===== config.mk =====
export PLATFORM = sky130hd
export DESIGN_NAME = csfe_ctrl
export DESIGN_NICKNAME = d
export VERILOG_FILES = /design/src/assert_macros.svh /design/src/csfe_pkg.sv /design/src/csfe_ctrl.sv
export SDC_FILE = /design/constraint.sdc
export NUM_CORES = 1
export LEC_CHECK = 0
export BUFFER_PORTS_ARGS = -buffer_cell sky130_fd_sc_hd__buf_2
export CORE_AREA = 2 2 39 41
export DETAILED_ROUTE_END_ITERATION = 6
export DIE_AREA = 0 0 41 43
export PLACE_DENSITY = 0.54
export SLEW_MARGIN = 20
export SYNTH_ARGS = -nofsm -noshare
export SYNTH_HDL_FRONTEND = slang
export SYNTH_SLANG_ARGS = --single-unit

===== constraint.sdc =====
create_clock -name clk -period 2.9 [get_ports clk]
set_clock_uncertainty 0.15 [all_clocks]
set_input_delay 0.435 -clock clk [delete_from_list [all_inputs] [get_ports clk]]
set_output_delay 0.435 -clock clk [all_outputs]
set_load 0.01 [all_outputs]

===== src/assert_macros.svh =====
// Assertion helpers used by the top RTL file of the fill engine.
`ifndef ASSERT_MACROS_SVH
`define ASSERT_MACROS_SVH

// Checked at every rising edge outside of reset.
`define CSFE_ASSERT(lbl, clk_sig, rst_sig, prop, msg) \
  lbl: assert property (@(posedge clk_sig) disable iff (!rst_sig) (prop)) else $error(msg);

// Checked at every rising edge, reset included.
`define CSFE_ASSERT_ALL(lbl, clk_sig, prop, msg) \
  lbl: assert property (@(posedge clk_sig) (prop)) else $error(msg);

`endif


===== src/csfe_pkg.sv =====
// ----------------------------------------------------------------------------
// csfe_pkg
// Shared constants, types and command codes of the clipped shape fill engine.
// ----------------------------------------------------------------------------
`default_nettype none

package csfe_pkg;

  localparam int MAX_WIDTH_DEF  = 256;
  localparam int MAX_HEIGHT_DEF = 64;

  localparam int XW    = 9;   // active_width register and x counter width
  localparam int YW    = 7;   // active_height register and y counter width
  localparam int CW    = 16;  // coordinate and size field width
  localparam int BW    = 18;  // signed width of the unclipped bounds
  localparam int CNT_W = 15;  // pixel count width
  localparam int PIX_W = 8;   // pixel width
  localparam int MODE_W = 3;

  localparam logic [XW-1:0] ACTIVE_WIDTH_RST  = XW'(256);
  localparam logic [YW-1:0] ACTIVE_HEIGHT_RST = YW'(64);

  localparam logic [MODE_W-1:0] MODE_RECT  = 3'd0;
  localparam logic [MODE_W-1:0] MODE_HLINE = 3'd1;
  localparam logic [MODE_W-1:0] MODE_VLINE = 3'd2;
  localparam logic [MODE_W-1:0] MODE_POINT = 3'd3;
  localparam logic [MODE_W-1:0] MODE_READ  = 3'd4;

  localparam logic REG_WIDTH  = 1'b0;
  localparam logic REG_HEIGHT = 1'b1;

  typedef enum logic [2:0] {
    ST_CLEAR,
    ST_IDLE,
    ST_BOUND,
    ST_CLIP,
    ST_RUN,
    ST_FLUSH,
    ST_DONE
  } state_t;

  typedef struct packed {
    logic clr_step;
    logic load;
    logic bound;
    logic clip;
    logic step;
    logic capture;
  } cmd_t;

  typedef struct packed {
    logic clr_done;
    logic empty;
    logic last;
  } status_t;

endpackage

`default_nettype wire


===== src/csfe_ctrl.sv =====
// ----------------------------------------------------------------------------
// csfe_ctrl
// Controller of the fill engine: clearing pass, command sequencing and the
// result handshake.
// ----------------------------------------------------------------------------
`default_nettype none

module csfe_ctrl (
  input  logic               clk,
  input  logic               rst_n,
  input  logic               in_valid,
  output logic               in_stall,
  output logic               out_valid,
  input  logic               out_stall,
  input  csfe_pkg::status_t  status,
  output csfe_pkg::cmd_t     cmd
);
  import csfe_pkg::*;

  state_t state_r, state_nxt;
  logic   out_valid_r, out_valid_nxt;

  always_ff @(posedge clk) begin
    if (!rst_n) begin
      state_r     <= ST_CLEAR;
      out_valid_r <= 1'b0;
    end else begin
      state_r     <= state_nxt;
      out_valid_r <= out_valid_nxt;
    end
  end

  always_comb begin
    state_nxt = state_r;
    cmd       = '0;
    case (state_r)
      ST_CLEAR: begin
        cmd.clr_step = 1'b1;
        if (status.clr_done) begin
          state_nxt = ST_IDLE;
        end
      end
      ST_IDLE: begin
        if (in_valid) begin
          cmd.load  = 1'b1;
          state_nxt = ST_BOUND;
        end
      end
      ST_BOUND: begin
        cmd.bound = 1'b1;
        state_nxt = ST_CLIP;
      end
      ST_CLIP: begin
        cmd.clip  = 1'b1;
        state_nxt = status.empty ? ST_DONE : ST_RUN;
      end
      ST_RUN: begin
        cmd.step = 1'b1;
        if (status.last) begin
          state_nxt = ST_FLUSH;
        end
      end
      ST_FLUSH: begin
        state_nxt = ST_DONE;
      end
      ST_DONE: begin
        if (!out_valid_r || !out_stall) begin
          cmd.capture = 1'b1;
          state_nxt   = ST_IDLE;
        end
      end
      default: begin
        state_nxt = ST_IDLE;
      end
    endcase

    if (cmd.capture) begin
      out_valid_nxt = 1'b1;
    end else if (out_valid_r && !out_stall) begin
      out_valid_nxt = 1'b0;
    end else begin
      out_valid_nxt = out_valid_r;
    end
  end

  assign in_stall  = (state_r != ST_IDLE);
  assign out_valid = out_valid_r;

endmodule

`default_nettype wire


==> impl_metrics.json <==
{
  "ctsHoldBuffers": 0,
  "fin_nets": 59,
  "postSynth.asyncResetShare_pct": 0,
  "min_path_type": "input pin to flip-flop",
  "synth_area_leaders": "dfxtp_1 27%, buf_6 7.7%, nor3b_1 7.7%",
  "wl_um": 608,
  "leakagePower_nw": 0.171,
  "syn-cell-area_um2": 292,
  "routedWlPerCell_um": 9.21,
  "critical_path_class": "flip-flop to output port",
  "fp.dieW_um": 41,
  "antenna_left": 0,
  "ys.flop_type": "dfxtp_1",
  "fin_setup_tns_ps": 0,
  "dp_slack_ps": 1220,
  "synth_top_cell_by_area": "dfxtp_1",
  "p_total_mw": 0.170,
  "clkSlewWorstSetupHoldPaths_ps": 40,
  "io_buffers": 14,
  "start_kind": "flip-flop",
  "ioPinCount": 15,
  "cts.sinks": 4,
  "synthesis.nets": 44,
  "final-hold-violation-count": 0,
  "power.density_nw_per_um2": 464,
  "synth_top_area_share_pct": 27.5,
  "worstPathCellList": "or3b_4 -> nor2_2 -> buf_2",
  "grt_antenna_before_repair": 0,
  "setup-violations-final": 0,
  "core_area_um2": 1380,
  "grt_pass1_vias": 263,
  "grt_pass1_wl_um": 986,
  "postCtsSetupRepairBufs": 0,
  "grt_usage_pct": 8.53,
  "worstSkewPairLatency_ps": 230,
  "initial_core_util_pct": 21.1,
  "cts_root_buf": "clkbuf_4",
  "die_y_um": 43,
  "grt_overflow": 0,
  "drc": 0,
  "cts_tree": "yes",
  "rows": 14,
  "yosys-top-cells-count": "4 x dfxtp_1, 4 x nand2_1, 4 x nor2_1",
  "slew_headroom_pct": 73.3,
  "synthCells": 37,
  "grt_max_degree": 15,
  "die_area_um2": 1760,
  "outcome": "completed",
  "placed_area_um2": 344,
  "design_area_um2": 367,
  "syn-mean-instance-area_um2": 7.88,
  "slew_violations": 0,
  "cts_resized": 0,
  "numCtsBuffers": 3,
  "cpPeakStageDelay_ps": 490,
  "synth_edf_count": 0,
  "fmax_mhz": 519,
  "initialDrtViolationCount": 2,
  "max-cap-violations": 0,
  "worstMarginPinSlew_ps": 400,
  "drive_gt1_share_pct": 40.0,
  "post-route-period-util_pct": 66.4,
  "final_cells": 66,
  "synth-seq-area-share_pct": 27.5,
  "cp-end-kind": "output port",
  "vias_per_cell": 4.26,
  "finalCriticalPeriod_ps": 1930,
  "diodes": 0,
  "slowest_stage": "dfxtp_1",
  "h-tree-depth": 1,
  "post-dp-hpwl_um": 465,
  "rsz0062_at_grt": "no",
  "routabilityCongestion": 0.622,
  "area_delta_synth_final_pct": 25.8,
  "vias": 281,
  "placed_cells": 63,
  "required_ps": 2320,
  "drtPass1Iterations": 4,
  "yosys_register_bits": 4,
  "ys_warn_count": 0,
  "vdd_drop_max_v": 0.000124,
  "critPathMaxFanout": 11,
  "critPathArrivalTime_ps": 1340,
  "synth.distinct_cells": 22,
  "setup_ws_ps": 973,
  "fill_cells": 158,
  "clockBufferDepth": 2
}
-- critical path: cells and delay by family (launching register included) --
| kind | cells | cell delay [ps] |
|---|---|---|
| DFF | 1 | 490 |
| and+or+nand+nor | 2 | 510 |
| buffers and inverters | 1 | 130 |
-- flip-flops by register name (all words and copies together), names as in the netlist --
name,flops
state_r,3
out_valid,1
-- cell usage in the layout, fill, tap and decap left out --
cell type  Yosys  routed
a21boi_0       1       1
a21oi_1        1       1
a31oi_1        1       1
and3b_2        1       1
buf_2          0      14
clkbuf_4       0       3
dfxtp_1        4       4
inv_1          1       1
nand2_1        4       4
nand3_1        1       1
nand3b_1       1       1
nor2_1         4       4
nor2_2         1       1
nor2b_1        1       1
nor3_1         1       1
nor3b_1        3       3
o21a_1         1       1
o21ai_0        3       3
o311a_1        1       1
o31a_1         1       1
or3_1          1       1
or3b_4         1       1
-- metrics by stage --
stage	utilization [%]	hold WS [ps]
CTS	26.5	317
global route	26.5	337
detailed placement	24.9	418
floorplan	-	394
finish	26.5	327
global placement	24.9	405
-- routing by layer --
layer / vias up / share of wire (%) / GRT usage, %
li1: 155 / - / -
met1: 121 / 43 / 9.00
met2: 5 / 49 / 12.2
met3: 0 / 7.2 / 3.14
met4: 0 / 0 / 8.00
met5: - / 0 / 0
-- layout make-up --
class / instances / area (um^2) / area share [%]
Multi-Input combinational cell: 28 / 170 / 46.4
Sequential cell: 4 / 80.1 / 21.8
Timing Repair Buffer: 14 / 70.1 / 19.1
Clock buffer: 3 / 22.5 / 6.14
Tap cell: 16 / 20.0 / 5.46
Inverter: 1 / 3.75 / 1.02
-- logic make-up after synthesis --
| kind of cell | share of synthesized area (%) |
|---|---|
| and+or+nand+nor | 37.8 |
| DFF | 27.5 |
| AOI/OAI and AO/OA | 20.6 |
| buffers and inverters | 14.2 |
-- power breakdown --
part / switching (mW) / total, mW / leakage, nW / internal (mW)
clock: 0.0207 / 0.0668 / 0.0138 / 0.0462
sequential: 0.00949 / 0.0683 / 0.0327 / 0.0588
combinational: 0.0150 / 0.0349 / 0.124 / 0.0199
total: 0.0452 / 0.170 / 0.171 / 0.125
-- worst paths after layout --
check	start	endpoint	slack, ps	cells after the start
setup / recovery	state_r[0]$_SDFFE_PN0P_	cmd[4]	970	3
hold / removal	rst_n	state_r[2]$_SDFFE_PN0P_	330	3
setup reg to reg	state_r[0]$_SDFFE_PN0P_	state_r[1]$_SDFFE_PN0P_	1610	3
hold reg to reg	out_valid$_SDFFE_PN0P_	out_valid$_SDFFE_PN0P_	410	2
Power figures use the tool's default switching activity.
