$ cat config.mk
export PLATFORM = sky130hd
export DESIGN_NAME = csfe_datapath
export DESIGN_NICKNAME = d
export VERILOG_FILES = /design/src/assert_macros.svh /design/src/csfe_pkg.sv /design/src/csfe_datapath.sv
export SDC_FILE = /design/constraint.sdc
export NUM_CORES = 1
export LEC_CHECK = 0
export BUFFER_PORTS_ARGS = -buffer_cell sky130_fd_sc_hd__buf_2
export CORE_MARGIN = 2
export CORE_UTILIZATION = 50
export CTS_CLUSTER_DIAMETER = 100
export DETAILED_ROUTE_END_ITERATION = 8
export HOLD_SLACK_MARGIN = 0.1
export PLACE_DENSITY = 0.8
export SLEW_MARGIN = 15
export SYNTH_ARGS = -nofsm -noshare
export SYNTH_HDL_FRONTEND = slang
export SYNTH_SLANG_ARGS = --single-unit
export TNS_END_PERCENT = 100
$ cat constraint.sdc
create_clock -name clk -period 4.4 [get_ports clk]
set_clock_uncertainty 0.15 [all_clocks]
set_input_delay 0.22 -clock clk [delete_from_list [all_inputs] [get_ports clk]]
set_output_delay 0.22 -clock clk [all_outputs]
set_load 0.1 [all_outputs]
$ cat src/assert_macros.svh
// Assertion helpers used by the top RTL file of the fill engine.
`ifndef ASSERT_MACROS_SVH
`define ASSERT_MACROS_SVH

// Checked at every rising edge outside of reset.
`define CSFE_ASSERT(lbl, clk_sig, rst_sig, prop, msg) \
  lbl: assert property (@(posedge clk_sig) disable iff (!rst_sig) (prop)) else $error(msg);

// Checked at every rising edge, reset included.
`define CSFE_ASSERT_ALL(lbl, clk_sig, prop, msg) \
  lbl: assert property (@(posedge clk_sig) (prop)) else $error(msg);

`endif

$ cat src/csfe_pkg.sv
// ----------------------------------------------------------------------------
// csfe_pkg
// Shared constants, types and command codes of the clipped shape fill engine.
// ----------------------------------------------------------------------------
`default_nettype none

package csfe_pkg;

  localparam int MAX_WIDTH_DEF  = 256;
  localparam int MAX_HEIGHT_DEF = 64;

  localparam int XW    = 9;   // active_width register and x counter width
  localparam int YW    = 7;   // active_height register and y counter width
  localparam int CW    = 16;  // coordinate and size field width
  localparam int BW    = 18;  // signed width of the unclipped bounds
  localparam int CNT_W = 15;  // pixel count width
  localparam int PIX_W = 8;   // pixel width
  localparam int MODE_W = 3;

  localparam logic [XW-1:0] ACTIVE_WIDTH_RST  = XW'(256);
  localparam logic [YW-1:0] ACTIVE_HEIGHT_RST = YW'(64);

  localparam logic [MODE_W-1:0] MODE_RECT  = 3'd0;
  localparam logic [MODE_W-1:0] MODE_HLINE = 3'd1;
  localparam logic [MODE_W-1:0] MODE_VLINE = 3'd2;
  localparam logic [MODE_W-1:0] MODE_POINT = 3'd3;
  localparam logic [MODE_W-1:0] MODE_READ  = 3'd4;

  localparam logic REG_WIDTH  = 1'b0;
  localparam logic REG_HEIGHT = 1'b1;

  typedef enum logic [2:0] {
    ST_CLEAR,
    ST_IDLE,
    ST_BOUND,
    ST_CLIP,
    ST_RUN,
    ST_FLUSH,
    ST_DONE
  } state_t;

  typedef struct packed {
    logic clr_step;
    logic load;
    logic bound;
    logic clip;
    logic step;
    logic capture;
  } cmd_t;

  typedef struct packed {
    logic clr_done;
    logic empty;
    logic last;
  } status_t;

endpackage

`default_nettype wire

$ cat src/csfe_datapath.sv
// ----------------------------------------------------------------------------
// csfe_datapath
// Datapath of the fill engine: bounds and clipping, the pixel walk with its
// address multiplier, pixel count, clearing counter and result registers.
// ----------------------------------------------------------------------------
`default_nettype none

module csfe_datapath #(
  parameter int MAX_WIDTH  = csfe_pkg::MAX_WIDTH_DEF,
  parameter int MAX_HEIGHT = csfe_pkg::MAX_HEIGHT_DEF,
  localparam int DEPTH = MAX_WIDTH * MAX_HEIGHT,
  localparam int AW = (DEPTH > 1) ? $clog2(DEPTH) : 1
) (
  input  logic                                clk,
  input  logic                                rst_n,
  input  csfe_pkg::cmd_t                      cmd,
  output csfe_pkg::status_t                   status,
  input  logic [csfe_pkg::XW-1:0]             active_width,
  input  logic [csfe_pkg::YW-1:0]             active_height,
  input  logic [csfe_pkg::MODE_W-1:0]         in_mode,
  input  logic signed [csfe_pkg::CW-1:0]      in_pos_x,
  input  logic signed [csfe_pkg::CW-1:0]      in_pos_y,
  input  logic signed [csfe_pkg::CW-1:0]      in_size_w,
  input  logic signed [csfe_pkg::CW-1:0]      in_size_h,
  input  logic [csfe_pkg::PIX_W-1:0]          in_pixel_color,
  input  logic                                in_fill_inside,
  output logic                                ram_we,
  output logic [AW-1:0]                       ram_waddr,
  output logic [csfe_pkg::PIX_W-1:0]          ram_wdata,
  output logic [AW-1:0]                       ram_raddr,
  input  logic [csfe_pkg::PIX_W-1:0]          ram_rdata,
  output logic [csfe_pkg::PIX_W-1:0]          out_read_value,
  output logic [csfe_pkg::CNT_W-1:0]          out_pixels_written
);
  import csfe_pkg::*;

  localparam int WCAP  = (MAX_WIDTH > 511) ? 511 : MAX_WIDTH;
  localparam int HCAP  = (MAX_HEIGHT > 127) ? 127 : MAX_HEIGHT;
  localparam int LIN_W = XW + YW + 1;
  localparam logic signed [BW-1:0] ONE_S  = BW'(1);
  localparam logic signed [BW-1:0] ZERO_S = '0;

  logic [MODE_W-1:0]     mode_r;
  logic signed [CW-1:0]  pos_x_r, pos_y_r, size_w_r, size_h_r;
  logic [PIX_W-1:0]      color_r;
  logic                  fill_r;
  logic signed [BW-1:0]  sx0_r, sx1_r, sy0_r, sy1_r;
  logic [XW-1:0]         xa_r, xb_r, cx_r;
  logic [YW-1:0]         yb_r, cy_r;
  logic                  empty_r;
  logic [CNT_W-1:0]      count_r;
  logic [AW-1:0]         pix_addr_r;
  logic                  pix_we_r;
  logic [AW-1:0]         clr_cnt_r;
  logic [PIX_W-1:0]      read_value_r;
  logic [CNT_W-1:0]      pixels_written_r;

  logic [XW-1:0]         eff_w;
  logic [YW-1:0]         eff_h;
  logic signed [BW-1:0]  px_e, py_e, sw_e, sh_e;
  logic signed [BW-1:0]  sx1_nxt, sy1_nxt;
  logic signed [BW-1:0]  w_lim, h_lim, xa_s, xb_s, ya_s, yb_s;
  logic signed [BW-1:0]  cx_s, cy_s;
  logic                  mode_ok, write_mode, solid, on_edge, do_write;
  logic [LIN_W-1:0]      prod, lin;

  assign eff_w = (active_width > XW'(WCAP)) ? XW'(WCAP) : active_width;
  assign eff_h = (active_height > YW'(HCAP)) ? YW'(HCAP) : active_height;

  assign px_e = {{(BW-CW){pos_x_r[CW-1]}}, pos_x_r};
  assign py_e = {{(BW-CW){pos_y_r[CW-1]}}, pos_y_r};
  assign sw_e = {{(BW-CW){size_w_r[CW-1]}}, size_w_r};
  assign sh_e = {{(BW-CW){size_h_r[CW-1]}}, size_h_r};

  always_comb begin
    case (mode_r)
      MODE_RECT: begin
        sx1_nxt = px_e + sw_e - ONE_S;
        sy1_nxt = py_e + sh_e - ONE_S;
      end
      MODE_HLINE: begin
        sx1_nxt = px_e + sw_e - ONE_S;
        sy1_nxt = py_e;
      end
      MODE_VLINE: begin
        sx1_nxt = px_e;
        sy1_nxt = py_e + sw_e - ONE_S;
      end
      default: begin
        sx1_nxt = px_e;
        sy1_nxt = py_e;
      end
    endcase
  end

  assign w_lim = $signed({{(BW-XW){1'b0}}, eff_w}) - ONE_S;
  assign h_lim = $signed({{(BW-YW){1'b0}}, eff_h}) - ONE_S;
  assign xa_s  = (sx0_r < ZERO_S) ? ZERO_S : sx0_r;
  assign xb_s  = (sx1_r > w_lim) ? w_lim : sx1_r;
  assign ya_s  = (sy0_r < ZERO_S) ? ZERO_S : sy0_r;
  assign yb_s  = (sy1_r > h_lim) ? h_lim : sy1_r;

  assign mode_ok    = (mode_r <= MODE_READ);
  assign write_mode = mode_r inside {MODE_RECT, MODE_HLINE, MODE_VLINE, MODE_POINT};
  assign solid      = (mode_r != MODE_RECT) || fill_r;

  assign cx_s    = $signed({{(BW-XW){1'b0}}, cx_r});
  assign cy_s    = $signed({{(BW-YW){1'b0}}, cy_r});
  assign on_edge = (cx_s == sx0_r) || (cx_s == sx1_r) || (cy_s == sy0_r) || (cy_s == sy1_r);
  assign do_write = write_mode && (solid || on_edge);

  assign prod = LIN_W'(cy_r) * LIN_W'(eff_w);
  assign lin  = prod + LIN_W'(cx_r);

  assign status.clr_done = (clr_cnt_r == AW'(DEPTH - 1));
  assign status.empty    = !mode_ok || (xa_s > xb_s) || (ya_s > yb_s);
  assign status.last     = (cx_r == xb_r) && (cy_r == yb_r);

  always_ff @(posedge clk) begin
    if (!rst_n) begin
      clr_cnt_r <= '0;
      pix_we_r  <= 1'b0;
    end else begin
      if (cmd.clr_step) begin
        clr_cnt_r <= clr_cnt_r + AW'(1);
      end
      pix_we_r <= cmd.step && do_write;
    end
  end

  always_ff @(posedge clk) begin
    if (cmd.load) begin
      mode_r   <= in_mode;
      pos_x_r  <= in_pos_x;
      pos_y_r  <= in_pos_y;
      size_w_r <= in_size_w;
      size_h_r <= in_size_h;
      color_r  <= in_pixel_color;
      fill_r   <= in_fill_inside;
      count_r  <= '0;
    end
    if (cmd.bound) begin
      sx0_r <= px_e;
      sy0_r <= py_e;
      sx1_r <= sx1_nxt;
      sy1_r <= sy1_nxt;
    end
    if (cmd.clip) begin
      xa_r    <= xa_s[XW-1:0];
      xb_r    <= xb_s[XW-1:0];
      yb_r    <= yb_s[YW-1:0];
      cx_r    <= xa_s[XW-1:0];
      cy_r    <= ya_s[YW-1:0];
      empty_r <= status.empty;
    end
    if (cmd.step) begin
      pix_addr_r <= AW'(lin);
      if (cx_r == xb_r) begin
        cx_r <= xa_r;
        cy_r <= cy_r + YW'(1);
      end else begin
        cx_r <= cx_r + XW'(1);
      end
      if (do_write && (count_r != '1)) begin
        count_r <= count_r + CNT_W'(1);
      end
    end
    if (cmd.capture) begin
      read_value_r     <= ((mode_r == MODE_READ) && !empty_r) ? ram_rdata : '0;
      pixels_written_r <= count_r;
    end
  end

  assign ram_we    = cmd.clr_step || pix_we_r;
  assign ram_waddr = cmd.clr_step ? clr_cnt_r : pix_addr_r;
  assign ram_wdata = cmd.clr_step ? '0 : color_r;
  assign ram_raddr = pix_addr_r;

  assign out_read_value     = read_value_r;
  assign out_pixels_written = pixels_written_r;

endmodule

`default_nettype wire

==> out/qor.csv <==
stage,metric,value,unit
status,status,"finished, violations left",
status,failed_checks,setup timing,
power,peakVddDrop,0.0008054,V
place,place_area,20180,um^2
finish,final_common_cell,inv_1,
drt,dr.pass1.iters,6,
synth,synth_nets,2134,
synth,synthFlopType,edfxtp_1,
worst_hold_path,hp-class,in2reg,
clock_network,cts.sinks,253,
finish,nets,2492,
floorplan,rows,69,
sta,finalSetupViolations,1,
floorplan,fp.dieArea,37480,um^2
place,dp_cells,2477,
power,leakage,9.977,nW
critical_path,critPathSlowestCell,a221o_1,
power,power.switching,3.200,mW
synth,synth.cell_area,17980,um^2
drt,num_vias,14410,
sta,finalHoldViolCount,0,
place,hpwl,32900,um
synth,netlist.area_leader.share,36.08,%
sta,whs,0.1178,ns
sta,maxSlewHeadroom,32.81,%
floorplan,initial_core_util,50.66,%
clock_network,clockRootBuffer,clkbuf_16,
floorplan,coreArea,35480,um^2
finish,final_cell_mix,"inv_1, edfxtp_1, ha_1",
sta,setup-tns-final,-0.3979,ns
critical_path,path_class,in2out,
grt,gr-usage-all-layers,23.50,%
grt,antenna_found_initial,0,
synth,async_flop_share,0,%
drt,drtAntennaViolNets,0,
synth,yosysSeqAreaShare,40.20,%
power,powerDensity,390.8,nW/um^2
synth,syn_avg_cell_area,10.08,um^2
synth,ys.warnings.count,0,
synth,synth_edf_count,216,
clock_network,cts_tree,yes,
power,switching_share,36.79,%
sta,rsz0062_at_grt,true,
power,pwr-share-clk,26.4,%
sta,worst_pin_slew,1.005,ns
power,p_comb_share,37.8,%
finish,design_area,22260,um^2
sta,drv_slew,0,
floorplan,die_w,193.6,um
clock_network,worstSkewPairLatency,0.57,ns
floorplan,die-height,193.6,um
sta,fin_ws,-0.3979,ns
sta,fin_crit_sh,109.0,%
critical_path,cp.buffers_inverters,5,
critical_path,crit_path_start_kind,input pin,
critical_path,cp_max_fo,8,
finish,antenna_cells,0,
job,drv_cap,0,
power,internal_power,5.497,mW
grt,overflow,0,
place,io_buffers,170,
synth,synth.area.top_cells,"edfxtp_1, ha_1, inv_1",
drt,routedWlPerCell,17.20,um
grt,grt_pass1_wl,72220,um
sta,fin_crit,4.798,ns
synth,synth-seq-cells,253,
drt,initialDrtViolationCount,1122,
power,seq_power_share,35.7,%
finish,syn_to_final_growth,23.81,%
synth,syn_inst,1784,
place,gp_congestion,0.9406,
critical_path,slowest_delay,0.42,ns
grt,grt_pass1_vias,14530,
drt,viasPerCell,5.494,
sta,fmax,208.4,MHz
clock_network,cts.path.max_buffers,3,
synth,ys_types,74,
floorplan,io_pins,171,
finish,fin_cells,2622,
finish,finish.utilization,62.72,%
critical_path,required,4.03,ns
grt,grt_max_degree,50,
drt,drt-total-wl,45090,um
critical_path,worstPathArrival,4.43,ns
drt,drc,0,
synth,synth_top_area_cell,edfxtp_1,
clock_network,h-tree-depth,1,
clock_network,clk_pin_slew,0.06,ns
critical_path,crit_family,compound AO/OA/AOI/OAI gates,
critical_path,endpoint_kind,output port,
clock_network,numCtsBuffers,27,
finish,drive_above_1_share,20.41,%
[sequential cells by signal, indices dropped and copies added (netlist names), 14 cells and up]
| name | flops |
|---|---|
| clr_cnt_r | 14 |
| count_r | 15 |
| out_pixels_written | 15 |
| pos_x_r | 16 |
| pos_y_r | 16 |
| ram_raddr | 14 |
| size_h_r | 16 |
| size_w_r | 16 |
| sx0_r | 16 |
| sx1_r | 18 |
| sy0_r | 16 |
| sy1_r | 18 |
[metrics by stage]
step / power, mW / worst slack (ns)
floorplan: 5.388 / -0.3375
global placement: 6.131 / -0.5318
detailed placement: 6.220 / -0.6873
CTS: 8.619 / -0.3151
global route: 9.162 / -0.6567
finish: 8.697 / -0.3979
[layout make-up]
class / instances / area (um^2)
clock buffers: 27 / 675.6
flip-flops and latches: 253 / 7244
inverters: 252 / 948.4
fillers: 2710 / 13230
multi-input cells: 1227 / 9896
repair buffers: 381 / 2690
clock inverters: 21 / 225.2
well taps: 461 / 576.8
[cells in the mapped netlist, drive strengths merged, types with 4 or more instances]
cell type,instances
xor2,45
a21oi,70
o21a,12
ha,197
nand2,133
nor3,39
a211oi,11
a21boi,13
o221ai,9
or4,5
and3,8
mux2,29
o21bai,9
nand4,25
a211o,11
edfxtp,216
nand3b,5
or2,8
nor4,11
a21o,35
fa,45
a221oi,4
o31ai,13
a31oi,5
and4,5
nor2b,61
dfxtp,37
nand2b,20
buf,19
a22oi,6
and2,43
mux2i,26
nor2,78
or3,8
clkbuf,33
inv,252
o22ai,5
o21ai,92
xnor2,64
o211ai,6
nand3,32
nor3b,6
[power by group through the flow]
stage	clock network, mW	logic [mW]	registers (mW)
2_1_floorplan	0	1.95	3.43
3_3_place_gp	0	2.99	3.14
3_5_place_dp	0	3.07	3.15
4_1_cts	2.33	3.19	3.10
5_1_grt	2.44	3.59	3.13
6_report	2.30	3.29	3.11
[routing by layer]
layer  wire, um  vias to the layer above  GRT usage (%)
met4       1581                        0          8.510
met3       2316                      103          2.540
met2      22650                      531          42.26
li1           -                     6950              -
met5          0                        -              0
met1      18540                     6822          29.20
[timing repair]
action | 4_1_cts | 5_1_grt
endpoints found under the hold margin | 190 | 0
resized for setup | 25 | 32
gates cloned | 0 | 0
hold buffers | 90 | 0
endpoints found under the setup margin | 3 | 5
pin swaps | 11 | 19
setup buffers | 3 | 4
[final timing paths]
kind	depth (start not counted)	slack, ns	endpoint	startpoint
hold reg to reg	0	0.32	sy0_r[13]	pos_y_r[13]
setup reg to reg	12	0.12	ram_raddr[13]	cy_r[2]
setup / recovery	26	-0.40	status[1]	active_width[8]
hold / removal	1	0.12	xb_r[6]	cmd[2]
[kinds of logic after synthesis]
| kind of cell | count (synthesis) | share of synthesized area [%] |
|---|---|---|
| buffers and inverters | 304 | 6.522 |
| DFF | 253 | 40.20 |
| AOI/OAI and AO/OA | 329 | 11.97 |
| adders and majority gates | 242 | 18.72 |
| and+or+nand+nor | 492 | 14.00 |
| muxes | 55 | 3.264 |
| xor gates and xnor gates | 109 | 5.311 |
Power figures use the tool's default switching activity.
